[config.mk]
export PLATFORM = sky130hd
export DESIGN_NAME = hbm_queue
export DESIGN_NICKNAME = d
export VERILOG_FILES = /design/src/hw/rtl/hbm_queue.sv
export SDC_FILE = /design/constraint.sdc
export NUM_CORES = 1
export LEC_CHECK = 0
export BUFFER_PORTS_ARGS = -buffer_cell sky130_fd_sc_hd__buf_4
export CAP_MARGIN = 20
export CORE_UTILIZATION = 49
export DETAILED_ROUTE_END_ITERATION = 10
export GPL_ROUTABILITY_DRIVEN = 0
export PLACE_DENSITY = 0.85
export RECOVER_POWER = 100
export REMOVE_ABC_BUFFERS = 1
export SLEW_MARGIN = 0
export SYNTH_ARGS = -nofsm -noshare
export SYNTH_HDL_FRONTEND = slang
export SYNTH_SLANG_ARGS = --single-unit
[constraint.sdc]
create_clock -name clk_i -period 1.8 [get_ports clk_i]
set_input_delay 0.36 -clock clk_i [delete_from_list [all_inputs] [get_ports clk_i]]
set_output_delay 0.36 -clock clk_i [all_outputs]
set_load 0.005 [all_outputs]
[src/hw/rtl/hbm_queue.sv]
// two-entry queue between front and back
module hbm_queue #(
  parameter int W = 8
) (
  input  logic         clk_i,
  input  logic         rst_ni,
  input  logic         push_valid_i,
  output logic         push_ready_o,
  input  logic [W-1:0] push_data_i,
  output logic         pop_valid_o,
  input  logic         pop_ready_i,
  output logic [W-1:0] pop_data_o
);

  logic [W-1:0] mem_q [2];
  logic         wptr_q, rptr_q;
  logic [1:0]   cnt_q;
  logic         do_push, do_pop;

  assign push_ready_o = (cnt_q != 2'd2);
  assign pop_valid_o  = (cnt_q != 2'd0);
  assign pop_data_o   = mem_q[rptr_q];
  assign do_push      = push_valid_i && push_ready_o;
  assign do_pop       = pop_valid_o && pop_ready_i;

  always_ff @(posedge clk_i or negedge rst_ni) begin
    if (!rst_ni) begin
      wptr_q <= 1'b0;
      rptr_q <= 1'b0;
      cnt_q  <= 2'd0;
    end else begin
      if (do_push) wptr_q <= !wptr_q;
      if (do_pop) rptr_q <= !rptr_q;
      cnt_q <= cnt_q + {1'b0, do_push} - {1'b0, do_pop};
    end
  end

  always_ff @(posedge clk_i) begin
    if (do_push) mem_q[wptr_q] <= push_data_i;
  end

endmodule

### Yosys cells after proc, flatten, opt, wreduce, memory -nomap -nowiden

Memories as Yosys holds them, arrays and structs flattened.
Cells that the tools add are included.

| word-level totals | value |
|---|---|
| bits in registers | 4 |
| memory bits (writable) | 16 |
| output and inout port bits | 10 |
| logic and storage cells | 14 |
| memories kept | 1 |

Memory list:

| name | words | width | read ports | clocked after memory_dff | write ports | RTL line | text |
|---|---|---|---|---|---|---|---|
| mem_q | 2 | 8 | 1 | 0 | 1 | 15 | `logic [W-1:0] mem_q [2];` |

| cells by class | value |
|---|---|
| add/subtract/negate cells | 2 |
| equality and inequality tests | 1 |
| mux-type cells | 2 |
| reduce and logical (&&, ||, !) cells | 5 |

Operators with widths:

| cell | count |
|---|---|
| 2-bit by 1-bit adder with 2-bit output | 1 |
| 1-bit logical AND | 2 |
| 1-bit logical NOT | 2 |
| 1-bit 2-to-1 mux | 2 |
| 2-bit inequality test (second input constant) | 1 |
| 2-bit nonzero test | 1 |
| 2-bit by 1-bit subtractor with 2-bit output | 1 |

### Longest topological paths before layout

Gate-level depths: netlist (run 1).

| logic depth | value |
|---|---|
| word-level depth | 4 |
| mapped depth | 5 |

### Least setup slack after synthesis (run 1)

Ideal clock, no wire load.

| timing | value |
|---|---|
| kind | reg2reg |
| start | reg cnt_q[0] |
| end | mem mem_q[0][0], enable pin |
| setup time | 370 ps |
| arrival | 1024 ps |
| slack | 406 ps |
| cell stages (with the launch flop) | 4 |
| period minus slack after synthesis | 1394 ps |
| cell sequence | dfrtp_1 -> nand2b_1 -> nand2_1 -> nor2_1 |

| on the way | value |
|---|---|
| word-level cells in the longest chain between the ends | 4 |

Ends and longest elaborated chain:

| what | RTL line | text |
|---|---|---|
| from (decl) | 17 | `logic [1:0] cnt_q;` |
| from (signal assigned) | 34 | `cnt_q <= cnt_q + {1'b0, do_push} - {1'b0, do_pop};` |
| 2-bit inequality test | 20 | `assign push_ready_o = (cnt_q != 2'd2);` |
| via push_ready_o | 8 | `output logic push_ready_o,` |
| 1-bit logical AND | 23 | `assign do_push = push_valid_i && push_ready_o;` |
| 1-bit 2-to-1 mux | 39 | `if (do_push) mem_q[wptr_q] <= push_data_i;` |
| 1-bit 2-to-1 mux (implied by the code) | 39 |  |
| to (decl) | 15 |  |

The timed path passes the listed nets, and every way through them passes these cells.

### Worst setup path after layout (run 1)

| timing | value |
|---|---|
| start | reg rptr_q |
| end | out pop_data_o[2] |

| on the way | value |
|---|---|
| word-level cells in the longest chain between the ends | 1 |

Ends and longest elaborated chain:

| what | RTL line | text |
|---|---|---|
| from (decl) | 16 | `logic wptr_q, rptr_q;` |
| from (signal assigned) | 33 | `if (do_pop) rptr_q <= !rptr_q;` |
| memory 2 x 8 bit | -- |  |
| to (decl) | 12 | `output logic [W-1:0] pop_data_o` |

No other way between the ends.

==> metrics, run 1 <==
Max clock buf depth 2; final setup violation count 0; Initial Util 0.531; Total Routing Usage GR 0.151; Final #Nets 87; RSZ-0062 raised after global routing false; CTS tree yes; drt pass-1 iters 4; DR vias/cell 5.17; kind of critical path reg -> out; fmax 0.602 GHz; post-synth cell types 17; Clock Tree Root clkbuf_4; dpl cells 84; CP max stage delay 0.50 ns; first-pass GRT wire length 2010 um; share of layout cells above drive strength 1 0.466; Routed Antenna Nets 0; P&R area growth vs syn 26.7%; critical path arrival 1.30 ns; Max FO, Critical Path 9; CP top delay family flip-flops; GRT overflow 0; Max stage delay cell, worst path dfrtp_2; endpoints failing hold 0; DRT iter0 DRCs 14; die height 42.6 um; crit-path cells mux2_2 > clkbuf_4; std cell rows 14; DRC Markers 0; Pleak 0.398 nW; register area share after synthesis 0.717; Pwr Total 1.49 mW; fin util 0.673; status finished clean; Final Max Slew Viols 0; vias in the first global route 468; area occupied by multi-input gates 224 um^2; DP Area 990 um^2; Yosys reg bits 20; input/output buffers 21; Worst-Skew Late Latency 0.30 ns; Worst slew margin 0.694; Setup crit end kind primary output; Hold WS 0.265 ns; TritonCTS buffer count 3; Synth Cell Area 810 um^2; PD cells 1460 nW/um^2; number of diodes 0; Tcrit/Tclk final 0.923; Worst Setup Slack, final 0.138 ns; total wire length 1190 um; Critical R2R Launch cnt_q[0]; CTS H-Tree Depth 1; Final Skew 0.00690 ns; Worst VDD drop 0.815 mV; Period minus WS final 1.66 ns; Vias 460; I/O pin cnt 22; Placement Setup Slack 0.353 ns; Reg area 582 um^2; startpoint types register; WP data required 1.44 ns; CP bufs+invs 1; Die W 42.6 um; MaxCap Viol Count 0; largest net degree at the start of global routing 12; CTS Sinks 20; core area 1520 um^2; initial antenna violation count 0; fillers 118; setup TNS 0 ns; syn_area_per_cell 17.2 um^2; detailed placer's ending HPWL 863 um; Cells after Synth 47; CP Launch Point rptr_q; Wirelength per Cell 13.4 um; design area 1030 um^2; Worst-path clk slew 0.11 ns; post-route insts no fill 89; yosys warns 0; Slew @ Worst Pin 0.459 ns; Hold Path Origin push_data_i[5]; class of the worst hold path in -> reg; full die area 1820 um^2
Yosys cell counts:
cell type / number / area [um^2]
a311oi_2: 1 / 15.0
and3_1: 1 / 6.26
buf_2: 1 / 5.00
dfrtp_1: 4 / 100
edfxtp_1: 16 / 480
ha_1: 1 / 12.5
mux2_2: 8 / 90.1
nand2_1: 2 / 7.51
nand2b_1: 1 / 6.26
nand3_1: 1 / 5.00
nor2_1: 3 / 11.3
nor2b_1: 1 / 6.26
nor4bb_2: 1 / 16.3
o21ai_0: 1 / 5.00
o21ba_1: 1 / 10.0
or2_1: 1 / 6.26
xnor2_1: 3 / 26.3
layout by cell type (no fill, tap or decap), drive strengths merged:
cell	Yosys	routed
nor4bb	1	1
or2	1	1
xnor2	3	3
nand3	1	1
a311oi	1	1
nor2	3	3
clkbuf	0	24
nand2b	1	1
ha	1	1
nand2	2	2
mux2	8	8
dfrtp	4	4
edfxtp	16	16
and3	1	1
dlygate4sd3	0	1
buf	1	2
o21ba	1	1
o21ai	1	1
nor2b	1	1
final timing paths:
path                            endpoint  slack [ns]  cells past startpoint
min                          mem_q[0][5]        0.27                      1
max reg2reg                  mem_q[0][1]        0.27                      4
max in group asynchronous         rptr_q        1.17                      2
min reg2reg                       wptr_q        0.50                      1
max                        pop_data_o[2]        0.14                      2
min in group asynchronous       cnt_q[0]        0.42                      2
repair_timing:
action                                  CTS  global route
setup buffers                             0             0
endpoints found under the setup margin    0             8
gates resized for setup                   0             1
endpoints found under the hold margin     4             0
hold buffers                              1             0
sequential cells by signal, summed over array words and instances, names as in the netlist:
| register | count |
|---|---|
| wptr_q | 1 |
| rptr_q | 1 |
| cnt_q | 2 |
| mem_q | 16 |
area by class of cell:
cell class	instances	share of cell area
well taps	16	0.0195
clock buffers	4	0.0354
flip-flops and latches	20	0.567
multi-input cells	26	0.218
repair buffers	23	0.160
report_power, final:
group          leakage [nW]  switching (mW)  internal (mW)  total, mW
clock network        0.0210           0.133          0.123      0.256
logic                 0.182           0.182          0.307      0.489
registers             0.195           0.100          0.648      0.748
metal layers:
metal | global-route usage | wire length, um | vias to the layer above
met5 | 0 | 0 | -
met4 | 0.0563 | 0 | 0
li1 | - | - | 226
met3 | 0.0259 | 41 | 0
met2 | 0.264 | 661 | 11
met1 | 0.184 | 490 | 223
worst register-to-register path, stage by stage, from the launching register on:
cell	delay (ns)
dfrtp_1	0.45
nand2b_1	0.17
nand2_1	0.09
nor2_1	0.10
clkbuf_1	0.38
cells by family after synthesis:
group                    after synthesis  share of synthesized area
buffers and inverters                  1                    0.00618
multiplexers                           8                      0.111
AND/OR/NAND/NOR                       11                     0.0804
adder cells (fa/ha/maj)                1                     0.0155
flip-flops                            20                      0.717
AO/OA/AOI/OAI                          3                     0.0371
XOR/XNOR                               3                     0.0325
Power figures use the tool's default switching activity.
==> inputs of run 2 (changes only) <==
SETUP_SLACK_MARGIN = 0.5   (was not set)
==> run 2 against run 1 <==
Wire length grew 37%. Combinational power grew 76%. Sequential power shrank 4.4%. Non-clock buffer count grew 11. Core utilization grew 9.5 points. Count of clock-buffer cells in the layout is the same. Clock power is essentially flat. Global-route usage grew 3.0 points. Via count grew 15%. First-iteration DRC count shrank 21%. Sequential share of layout area shrank 6.9 points. Clock skew shrank 0.0021 ns. Critical path type unchanged. Largest power group is now combinational cells. Highest routed layer is now met4.
==> metrics, run 2 (synthesis gave the netlist of run 1 again) <==
Final Skew 0.00484 ns (-0.00206 ns); largest registers mem_q x16, cnt_q x2; Worst Setup Slack, final 0.129 ns (-0.00929 ns); WP data required 1.44 ns (about the same); RSZ-0062 raised after global routing true; Die W 42.6 um (unchanged); startpoint types register; Setup crit end kind primary output; Psw 0.541 mW (+31%); detailed placer's ending HPWL 863 um (unchanged); Vias 528 (+15%); Wirelength per Cell 16.4 um (+22%); Total Routing Usage GR 0.181 (+0.0303); Tcrit/Tclk final 0.928 (+0.00516); full die area 1820 um^2 (unchanged); Max FO, Critical Path 5 (-4); CTS Sinks 20 (unchanged); post-route insts no fill 100 (+12%); Gate power share 0.470 (+0.143); CTS H-Tree Depth 1 (unchanged); vias in the first global route 522 (+12%); fmax 0.598 GHz (-0.56%); Final Max Slew Viols 0 (unchanged); Worst-Skew Late Latency 0.30 ns (about the same); DR vias/cell 5.28 (+2.2%); P&R area growth vs syn 44.7%; max reg flops 16 (unchanged); DRC Markers 0 (unchanged); status finished clean; Pleak 0.461 nW (+16%); switching share of power 0.295 (+0.0172); most common cell after layout, fill and taps aside edfxtp_1; number of diodes 0 (unchanged); fin util 0.768 (+0.0952); final setup violation count 0 (unchanged); initial antenna violation count 0 (unchanged); Clock Tree Root clkbuf_4; TritonCTS buffer count 3 (unchanged); first-pass GRT wire length 2330 um (+15%); GRT overflow 0 (unchanged); drt pass-1 iters 3 (-1); clock share of power 0.140 (-0.031); DRT iter0 DRCs 11 (-3); Internal 1.29 mW (+20%); kind of critical path reg -> out; Initial Util 0.531 (unchanged); dpl cells 84 (unchanged); die height 42.6 um (unchanged); Worst VDD drop 0.939 mV (+15%); largest net degree at the start of global routing 12 (unchanged); critical path arrival 1.31 ns (about the same); Worst slew margin 0.678 (-0.0160); class of the worst hold path in -> reg; Period minus WS final 1.67 ns (+0.00929 ns); PD cells 1570 nW/um^2 (+7.6%); setup TNS 0 ns (unchanged); Placement Setup Slack 0.353 ns (unchanged); commonest cells after routing, fill and taps aside edfxtp_1 (16), clkbuf_4 (15), buf_4 (11); share of layout cells above drive strength 1 0.560 (+0.0938); std cell rows 14 (unchanged); MaxCap Viol Count 0 (unchanged); endpoints failing hold 0 (unchanged); CTS tree yes; Final #Nets 98 (+13%); input/output buffers 21 (unchanged); Max clock buf depth 2 (unchanged); Biggest register mem_q; Worst-path clk slew 0.11 ns (about the same); core area 1520 um^2 (unchanged); sequential share of power 0.389 (-0.112); I/O pin cnt 22 (unchanged); Slew @ Worst Pin 0.483 ns (+0.0240 ns); total wire length 1640 um (+37%); Routed Antenna Nets 0 (unchanged)
==> run 2: worst paths after layout <==
| path | slack [ns] | start | depth (start not counted) | to |
|---|---|---|---|---|
| hold / removal | 0.26 | push_data_i[7] | 1 | mem_q[0][7] |
| min in group asynchronous | 0.43 | rst_ni | 2 | wptr_q |
| setup / recovery | 0.13 | rptr_q | 3 | pop_data_o[2] |
| max in group asynchronous | 1.14 | rst_ni | 2 | rptr_q |
| setup reg to reg | 0.18 | cnt_q[1] | 5 | mem_q[0][3] |
| hold reg to reg | 0.57 | wptr_q | 1 | wptr_q |
==> run 2: cell type report <==
| cell class | instances | area, um^2 |
|---|---|---|
| multi-input cells | 26 | 275 |
| clock buffers | 4 | 36.3 |
| flip-flops and latches | 20 | 583 |
| repair buffers | 34 | 256 |
| fillers | 98 | 353 |
| well taps | 16 | 20.0 |
==> run 2: metrics by stage <==
stage / cell area (um^2) / total power, mW / hold WS (ns)
2_1_floorplan: 805 / 1.03 / 0.0644
3_3_place_gp: 990 / 1.26 / 0.158
3_5_place_dp: 990 / 1.28 / 0.161
4_1_cts: 1120 / 1.72 / 0.237
5_1_grt: 1170 / 1.93 / 0.246
6_report: 1170 / 1.83 / 0.264
==> run 2: power groups by stage <==
stage	sequential [mW]	combinational, mW	clock (mW)
5_1_grt	0.726	0.917	0.283
2_1_floorplan	0.731	0.299	0
3_3_place_gp	0.753	0.509	0
4_1_cts	0.705	0.761	0.258
6_report	0.715	0.863	0.258
3_5_place_dp	0.760	0.522	0
==> run 2: what timing repair did <==
action,4_1_cts,5_1_grt
setup buffers,8,3
gates resized for setup,9,21
pin swaps,1,5
endpoints found under the setup margin,18,20
hold buffers,1,0
endpoints found under the hold margin,4,0
==> run 2: worst max-delay path, stage by stage (launching register included) <==
cell and delay [ns]:
dfrtp_2 0.43, buf_6 0.13, mux2_1 0.33, buf_6 0.12
==> run 2: per-layer routing <==
metal  wire length [um]  up-vias  track usage
met5                  0        -            0
met4                 16        0       0.0563
met3                 37        2       0.0259
met2                974       13        0.336
met1                614      263        0.211
li1                   -      250            -
