File: config.mk
export PLATFORM = sky130hd
export DESIGN_NAME = hbm_front
export DESIGN_NICKNAME = d
export VERILOG_FILES = /design/src/hw/rtl/hbm_pkg.sv /design/src/hw/rtl/hbm_front.sv
export SDC_FILE = /design/constraint.sdc
export NUM_CORES = 2
export LEC_CHECK = 0
export BUFFER_PORTS_ARGS = -buffer_cell sky130_fd_sc_hd__clkbuf_2
export CAP_MARGIN = 10
export CORE_UTILIZATION = 57
export DETAILED_ROUTE_END_ITERATION = 6
export PLACE_DENSITY = 0.8
export SYNTH_ARGS = -nofsm -noshare
export SYNTH_HDL_FRONTEND = slang
export SYNTH_SLANG_ARGS = --single-unit
File: constraint.sdc
create_clock -name clk_i -period 29.3 [get_ports clk_i]
set_input_delay 1.465 -clock clk_i [delete_from_list [all_inputs] [get_ports clk_i]]
set_output_delay 1.465 -clock clk_i [all_outputs]
set_load 0.02 [all_outputs]
File: src/hw/rtl/hbm_pkg.sv
// types, codes and helpers of the hash bitmap mark/insert block
package hbm_pkg;

  localparam logic [63:0] GOLD_A = 64'h9e3779b97f4a7c15;
  localparam logic [63:0] GOLD_B = 64'h9e3779b97f4a7c15;

  localparam int WORDS_W = 12;

  localparam logic OP_MARK = 1'b0;
  localparam logic OP_READ = 1'b1;

  localparam logic [1:0] SLOT_EMPTY   = 2'd0;
  localparam logic [1:0] SLOT_FILLED  = 2'd1;
  localparam logic [1:0] SLOT_CLAIMED = 2'd2;

  localparam logic [1:0] ST_DONE     = 2'd0;
  localparam logic [1:0] ST_DROPPED  = 2'd1;
  localparam logic [1:0] ST_OVERFLOW = 2'd2;

  localparam logic [1:0] CFG_HASH_LOG2 = 2'd0;
  localparam logic [1:0] CFG_RESERVE   = 2'd1;

  typedef struct packed {
    logic        op;
    logic [23:0] cell_id;
    logic [63:0] key_value;
    logic [15:0] bit_rank;
    logic [16:0] bitmap_bits;
    logic [15:0] read_address;
  } req_t;

  // effective table bits: zero acts as one, above the maximum acts as the maximum
  function automatic logic [4:0] table_bits(input logic [3:0] v, input logic [4:0] maxb);
    logic [4:0] r;
    if (v == 4'd0) r = 5'd1;
    else if ({1'b0, v} > maxb) r = maxb;
    else r = {1'b0, v};
    return r;
  endfunction

endpackage

File: src/hw/rtl/hbm_front.sv
// front end: takes requests and computes the home slot with one shared multiplier
module hbm_front import hbm_pkg::*; #(
  parameter int SLOT_W = 12
) (
  input  logic              clk_i,
  input  logic              rst_ni,
  input  logic              in_valid_i,
  output logic              in_ready_o,
  input  req_t              in_req_i,
  input  logic              init_busy_i,
  input  logic [3:0]        hash_log2_i,
  output logic              push_valid_o,
  input  logic              push_ready_i,
  output req_t              push_req_o,
  output logic [SLOT_W-1:0] push_slot_o
);

  localparam logic [2:0] STEP_CA_LO = 3'd0;
  localparam logic [2:0] STEP_CA_HI = 3'd1;
  localparam logic [2:0] STEP_XB_LL = 3'd2;
  localparam logic [2:0] STEP_XB_LH = 3'd3;
  localparam logic [2:0] STEP_XB_HL = 3'd4;
  localparam logic [2:0] STEP_DONE  = 3'd5;

  logic        busy_q, busy_d;
  logic [2:0]  step_q, step_d;
  req_t        req_q, req_d;
  logic [63:0] x_q, x_d, acc_q, acc_d;
  logic [31:0] mul_a, mul_b;
  logic [63:0] prod;
  logic [4:0]  bits;
  logic [6:0]  shamt;

  always_comb begin
    mul_a = {8'd0, req_q.cell_id};
    mul_b = GOLD_A[31:0];
    case (step_q)
      STEP_CA_LO: begin mul_a = {8'd0, req_q.cell_id}; mul_b = GOLD_A[31:0]; end
      STEP_CA_HI: begin mul_a = {8'd0, req_q.cell_id}; mul_b = GOLD_A[63:32]; end
      STEP_XB_LL: begin mul_a = x_q[31:0];  mul_b = GOLD_B[31:0]; end
      STEP_XB_LH: begin mul_a = x_q[31:0];  mul_b = GOLD_B[63:32]; end
      STEP_XB_HL: begin mul_a = x_q[63:32]; mul_b = GOLD_B[31:0]; end
      default: begin mul_a = 32'd0; mul_b = 32'd0; end
    endcase
  end

  assign prod = 64'(mul_a) * 64'(mul_b);

  assign in_ready_o   = !busy_q && !init_busy_i;
  assign push_valid_o = busy_q && (step_q == STEP_DONE);
  assign push_req_o   = req_q;

  assign bits        = table_bits(hash_log2_i, 5'(SLOT_W));
  assign shamt       = 7'd64 - 7'(bits);
  assign push_slot_o = SLOT_W'(acc_q >> shamt);

  always_comb begin
    busy_d = busy_q;
    step_d = step_q;
    req_d  = req_q;
    x_d    = x_q;
    acc_d  = acc_q;
    if (in_valid_i && in_ready_o) begin
      busy_d = 1'b1;
      req_d  = in_req_i;
      step_d = (in_req_i.op == OP_READ) ? STEP_DONE : STEP_CA_LO;
    end else if (busy_q) begin
      case (step_q)
        STEP_CA_LO: begin acc_d = prod; step_d = STEP_CA_HI; end
        STEP_CA_HI: begin
          x_d    = req_q.key_value ^ (acc_q + {prod[31:0], 32'd0});
          step_d = STEP_XB_LL;
        end
        STEP_XB_LL: begin acc_d = prod; step_d = STEP_XB_LH; end
        STEP_XB_LH: begin acc_d = acc_q + {prod[31:0], 32'd0}; step_d = STEP_XB_HL; end
        STEP_XB_HL: begin acc_d = acc_q + {prod[31:0], 32'd0}; step_d = STEP_DONE; end
        STEP_DONE: begin
          if (push_ready_i) busy_d = 1'b0;
        end
        default: step_d = STEP_DONE;
      endcase
    end
  end

  always_ff @(posedge clk_i or negedge rst_ni) begin
    if (!rst_ni) begin
      busy_q <= 1'b0;
      step_q <= STEP_DONE;
    end else begin
      busy_q <= busy_d;
      step_q <= step_d;
    end
  end

  always_ff @(posedge clk_i) begin
    req_q <= req_d;
    x_q   <= x_d;
    acc_q <= acc_d;
  end

endmodule

Word level (Yosys, flattened, before mapping)
Index checks and enable logic that the tools add are counted.
Widths: inputs -> output; s select.
{"block": "word_totals", "regBits": 270, "out_inout_bits": 152, "word_cells": 54, "inputBits": 147}
{"block": "classes", "shift": 1, "eq_ne": 6, "n_reduce_logical": 18, "n_bitwise": 2, "addsub": 2, "magnitude_cmp": 1, "muxes": 13, "multipliers": 1}
{"operator": "$pmux 64 s2", "n": 1}
{"operator": "$pmux 32 s3", "n": 1}
{"operator": "$add 64x64->64", "n": 1}
{"operator": "$mul 32x32->64", "n": 1}
{"operator": "$pmux 32 s2", "n": 1}
{"operator": "$shr 64x7->12", "n": 1}
{"operator": "$xor 64x64->64", "n": 1}
{"operator": "$pmux 3 s5", "n": 1}
{"operator": "$reduce_or 2->1", "n": 5}
{"operator": "$mux 3", "n": 3}
{"operator": "$mux 4", "n": 2}
{"operator": "$sub 7x5->7 const A", "n": 1}
{"operator": "$eq 3x2->1 const B", "n": 2}
{"operator": "$eq 3x3->1 const B", "n": 2}
{"operator": "$reduce_and 3->1", "n": 2}
{"operator": "$gt 4x4->1 const B", "n": 1}
{"operator": "$logic_not 4->1", "n": 1}
{"operator": "$mux 1", "n": 4}
{"operator": "$reduce_bool 2->1", "n": 2}
{"operator": "$eq 3x1->1 const B", "n": 1}
{"operator": "$logic_and 1x1->1", "n": 3}
{"operator": "$logic_not 3->1", "n": 1}
{"operator": "$reduce_or 3->1", "n": 1}
{"operator": "$logic_not 1->1", "n": 2}
{"operator": "other kinds (3)", "n": 3}

Longest topological paths before layout
{"block": "depth", "depth_word": 6, "mapped_depth": 43, "mapped_depth_nobuf": 39}

Least setup slack after synthesis
OpenSTA, ideal clock, no wires.
{"block": "synth_path", "kind": "reg2reg", "start": "reg step_q[2]", "end": "reg acc_q[62], data pin", "arrival_time_ps": 9748, "stages_incl_launch_ff": 34, "t_required_ps": 29041, "period_less_slack_ps": 10007, "setup_slack_ps": 19293, "cell_sequence": "dfstp_2 -> buf_4 -> clkbuf_1 -> buf_1 -> mux2i_1 -> o21ai_0 -> nand2_1 -> fa_1 -> inv_1 -> ha_1 -> fa_1 -> inv_1 -> fa_1 -> inv_1 -> fa_1 -> inv_1 -> fa_1 -> inv_1 -> fa_1 -> fa_1 -> ha_1 -> a21boi_0 -> o211ai_1 -> a32oi_1 -> xor2_1 -> ha_1 -> nand2_1 -> nor3_1 -> o31ai_1 -> a41oi_1 -> o21ai_0 -> o21ai_0 -> xor2_1 -> a211o_1"}
{"block": "synth_between", "elab_chain_len": 6}
{"item": "start: declaration", "line_no": "hbm_front.sv:26", "rtl": "logic [2:0] step_q, step_d;"}
{"item": "start signal: assignment", "line_no": "hbm_front.sv:91", "rtl": "step_q <= step_d;"}
{"item": "$eq 3x3->1 (tied with other cells)", "line_no": "hbm_front.sv:37, hbm_front.sv:68"}
{"item": "$reduce_or 3->1 (no source line) / $reduce_or 2->1 (equally long branches)"}
{"item": "$pmux 32 s2 / $pmux 32 s3 (equally long branches)", "line_no": "hbm_front.sv:37", "rtl": "case (step_q)"}
{"item": "$mul 32x32->64", "line_no": "hbm_front.sv:47", "rtl": "assign prod = 64'(mul_a) * 64'(mul_b);"}
{"item": "$add 64x64->64", "line_no": "hbm_front.sv:75, hbm_front.sv:76"}
{"item": "$pmux 64 s2 (*)", "line_no": "hbm_front.sv:68", "rtl": "case (step_q)"}
{"item": "end signal: assignment", "line_no": "hbm_front.sv:98", "rtl": "acc_q <= acc_d;"}
{"item": "end: declaration", "line_no": "hbm_front.sv:28", "rtl": "logic [63:0] x_q, x_d, acc_q, acc_d;"}
Every way passes the cells marked *; elsewhere a longest branch is shown, timed or not.
A chain may end at the register's enable or synchronous reset.

Worst setup path after layout
Ends and elaborated chain as after synthesis.

==> key figures <==
Critical path
  – Kind of critical path: reg2reg
  – Crit path buf inv count: 6
  – Delay-heaviest family, CP: adder cells
  – CP max stage cell: and2b_1
  – Most used cell, CP: fa_1
  – R2R setup slack: around 18 ns
  – Critical path launch point type: flip-flop
  – R2R Path Start: step_q[2]
  – Crit path DAT: 11.59 ns
  – Critical path required time: 29.60 ns
  – R2r worst-path depth: 33
  – Max FO, Critical Path: 19
  – Critical Path Sink Type: flip-flop
  – CP max stage delay: between 0.7 and 0.8 ns
  – RR Endpoint: acc_q[62]

Route
  – DR WL/cell: 24.5 µm
  – Iteration-0 DRC Markers: 2546
  – DRC: 0
  – Antenna Nets Post-Route: 0
  – Via/cell ratio: 5.79
  – Aggregate routed wire length: 109000 µm
  – First drt pass iteration count: 5
  – Via count: ~26000

Logic synthesis
  – Sequential share of the synthesized area: 21.7%
  – Post-Syn Area: 37200 µm²
  – Ys Warns: 0
  – Most used DFF post-synth: edfxtp_1
  – Synthesis-stage register bit count: between 200 and 300
  – Async set-reset flop share out of synthesis: 1.48%
  – Synthesized area per cell: 11.3 µm²
  – Yosys cell types: 71
  – Cell count after synthesis: between 3000 and 4000
  – Mapped Nets: around 4600
  – Post-synth EDFFs: 266

Timing
  – Crit path time final: 11.29 ns
  – Rel. slew slack: 20.6%
  – Final hold vios: 0
  – Final setup vio count: 0
  – Worst-Margin Slew: 1.19 ns
  – Tcrit/Tclk final: 38.5%
  – Worst Skew: ~0.022 ns
  – Setup TNS: 0 ns
  – RSZ-0062 raised after global routing: false
  – Slew Limit Fails: 0
  – Fmax: 88.6 MHz

GRT
  – First-pass GRT wire length: 165000 µm
  – GRT Residual Overflow: 0
  – Vias in the first global route: 27200
  – GR Util All Layers: 33.7%
  – Initial antenna violation count: 1
  – Largest net degree at the start of global routing: 85

Floorplanning
  – Die H: 258 µm
  – Die Width: between 200 and 300 µm
  – Die Footprint: roughly 66000 µm²
  – Core Region: between 60000 and 70000 µm²
  – Initial Util: 57.8%
  – Io pins: 299
  – # rows: 93

Placed design
  – Routability cong.: 1.10
  – Post-DP HPWL: between 90000 and 100000 µm
  – # port buffers: between 200 and 300

Clocking
  – Post-CTS sizing: 0
  – Worst-Skew Late Latency: about 0.55 ns
  – Clock buffer depth: 3
  – Root buf cell: clkbuf_16
  – CTS tree: yes
  – # H-tree levels: 1
  – Post-CTS Hold Buffers: 0
  – Clock Sinks: 270
  – CTS clk-pin slew, worst paths: 0.07 ns
  – Total CTS buffers: 24
  – Post-CTS setup buffer count: 0

Hold path
  – Hold Crit Class: reg2reg
  – Hold endpoint: x_q[26]
  – Hold Startpoint: acc_q[26]
  – Hold path depth: 1

Finish
  – Most common cell after layout, fill and taps aside: inv_1
  – Area grow syn2layout: 9.01%
  – Share of post-route cells with drive strength above 1: approximately 11%
  – Most frequent cells in the layout: 785 x inv_1, 704 x fa_1, 437 x ha_1, 298 x clkbuf_2, 266 x edfxtp_1
  – Fin nets: 4868
  – Core Util, Final: 63.0%

Outcome
  – Outcome: finished clean

Run
  – MaxCap Viol Count: 0
==> layout make-up <==
class / instances / area, µm²
repair buffers: 328 / 1710
clock inverters: 13 / 98.8
clock buffers: 31 / 657
flip-flops and latches: 270 / 8090
well taps: 855 / 1070
fillers: 5050 / 23900
multi-input cells: 2170 / 26000
diodes: 2 / 5.00
inverters: 786 / 2960
==> cells in the mapped netlist (21+ instances only) <==
cell,count,share of area [%]
a21o_1,43,0.87
a21oi_1,113,1.5
and2_1,34,0.57
clkbuf_1,51,0.51
edfxtp_1,266,21
fa_1,704,38
ha_1,437,15
inv_1,786,7.9
mux2i_1,55,1.5
nand2_1,178,1.8
nand3_1,28,0.38
nor2_1,82,0.83
nor2b_1,21,0.35
o21ai_0,90,1.2
o21bai_1,21,0.42
xnor2_1,75,1.8
xor2_1,84,2.0
==> through the flow <==
stage | worst slack [ns] | hold WS [ns] | area [µm²] | std cells
finish | 18.01 | 0.562 | 40600 | 4455
floorplan | 19.29 | 0.546 | 37200 | 3285
global placement | 18.29 | 0.550 | 39800 | 4408
detailed placement | 18.29 | 0.554 | 39800 | 4408
CTS | 18.21 | 0.562 | 40600 | 4452
global route | 17.48 | 0.572 | 40600 | 4454
==> kinds of logic (layout without fill, tap and decap cells) <==
family | after synthesis | count (layout) | synth area share (%)
AOI/OAI and AO/OA | 384 | 384 | 6.44
xor gates and xnor gates | 159 | 159 | 3.74
adders and majority gates | 1141 | 1141 | 52.5
buffers and inverters | 845 | 1158 | 8.53
other | 0 | 2 | 0
and+or+nand+nor | 428 | 428 | 5.41
DFF | 270 | 270 | 21.7
muxes | 58 | 58 | 1.64
==> metal layers <==
metal	GRT usage, %	wire, µm	part of all wire, %	vias up
met5	0	0	0	-
met4	13.8	5410	5.0	0
met3	6.22	10200	9.4	263
met2	53.2	50700	47	1400
met1	46.1	42600	39	13100
li1	-	-	-	11100
==> flip-flops by register name, indices dropped and copies added, names as in the netlist <==
name,cells
x_q,64
push_req_o,138
step_q,3
acc_q,64
busy_q,1
==> worst max-delay path by stage <==
stage | startpoint | depth (start not counted) | endpoint | slack, ns
after CTS | step_q[2] | 33 | acc_q[62] | 18.21
after detailed placement | step_q[2] | 33 | acc_q[62] | 18.29
after global placement | step_q[2] | 33 | acc_q[62] | 18.29
after global routing | step_q[2] | 33 | acc_q[62] | 17.48
final | step_q[2] | 33 | acc_q[62] | 18.01
after floorplan | step_q[2] | 33 | acc_q[62] | 19.29
==> worst register-to-register path, delay by kind of cell, from the launching register on <==
family                   cells  cell delay [ns]
AND/OR/NAND/NOR              6             2.46
buffers and inverters        6             0.66
AO/OA/AOI/OAI                9             2.26
XOR/XNOR                     2             0.42
adder cells (fa/ha/maj)     10             4.73
flip-flops                   1             0.53
Power is not shown: default switching activity piles up to over one toggle a cycle in this logic, so the estimate is an artifact.
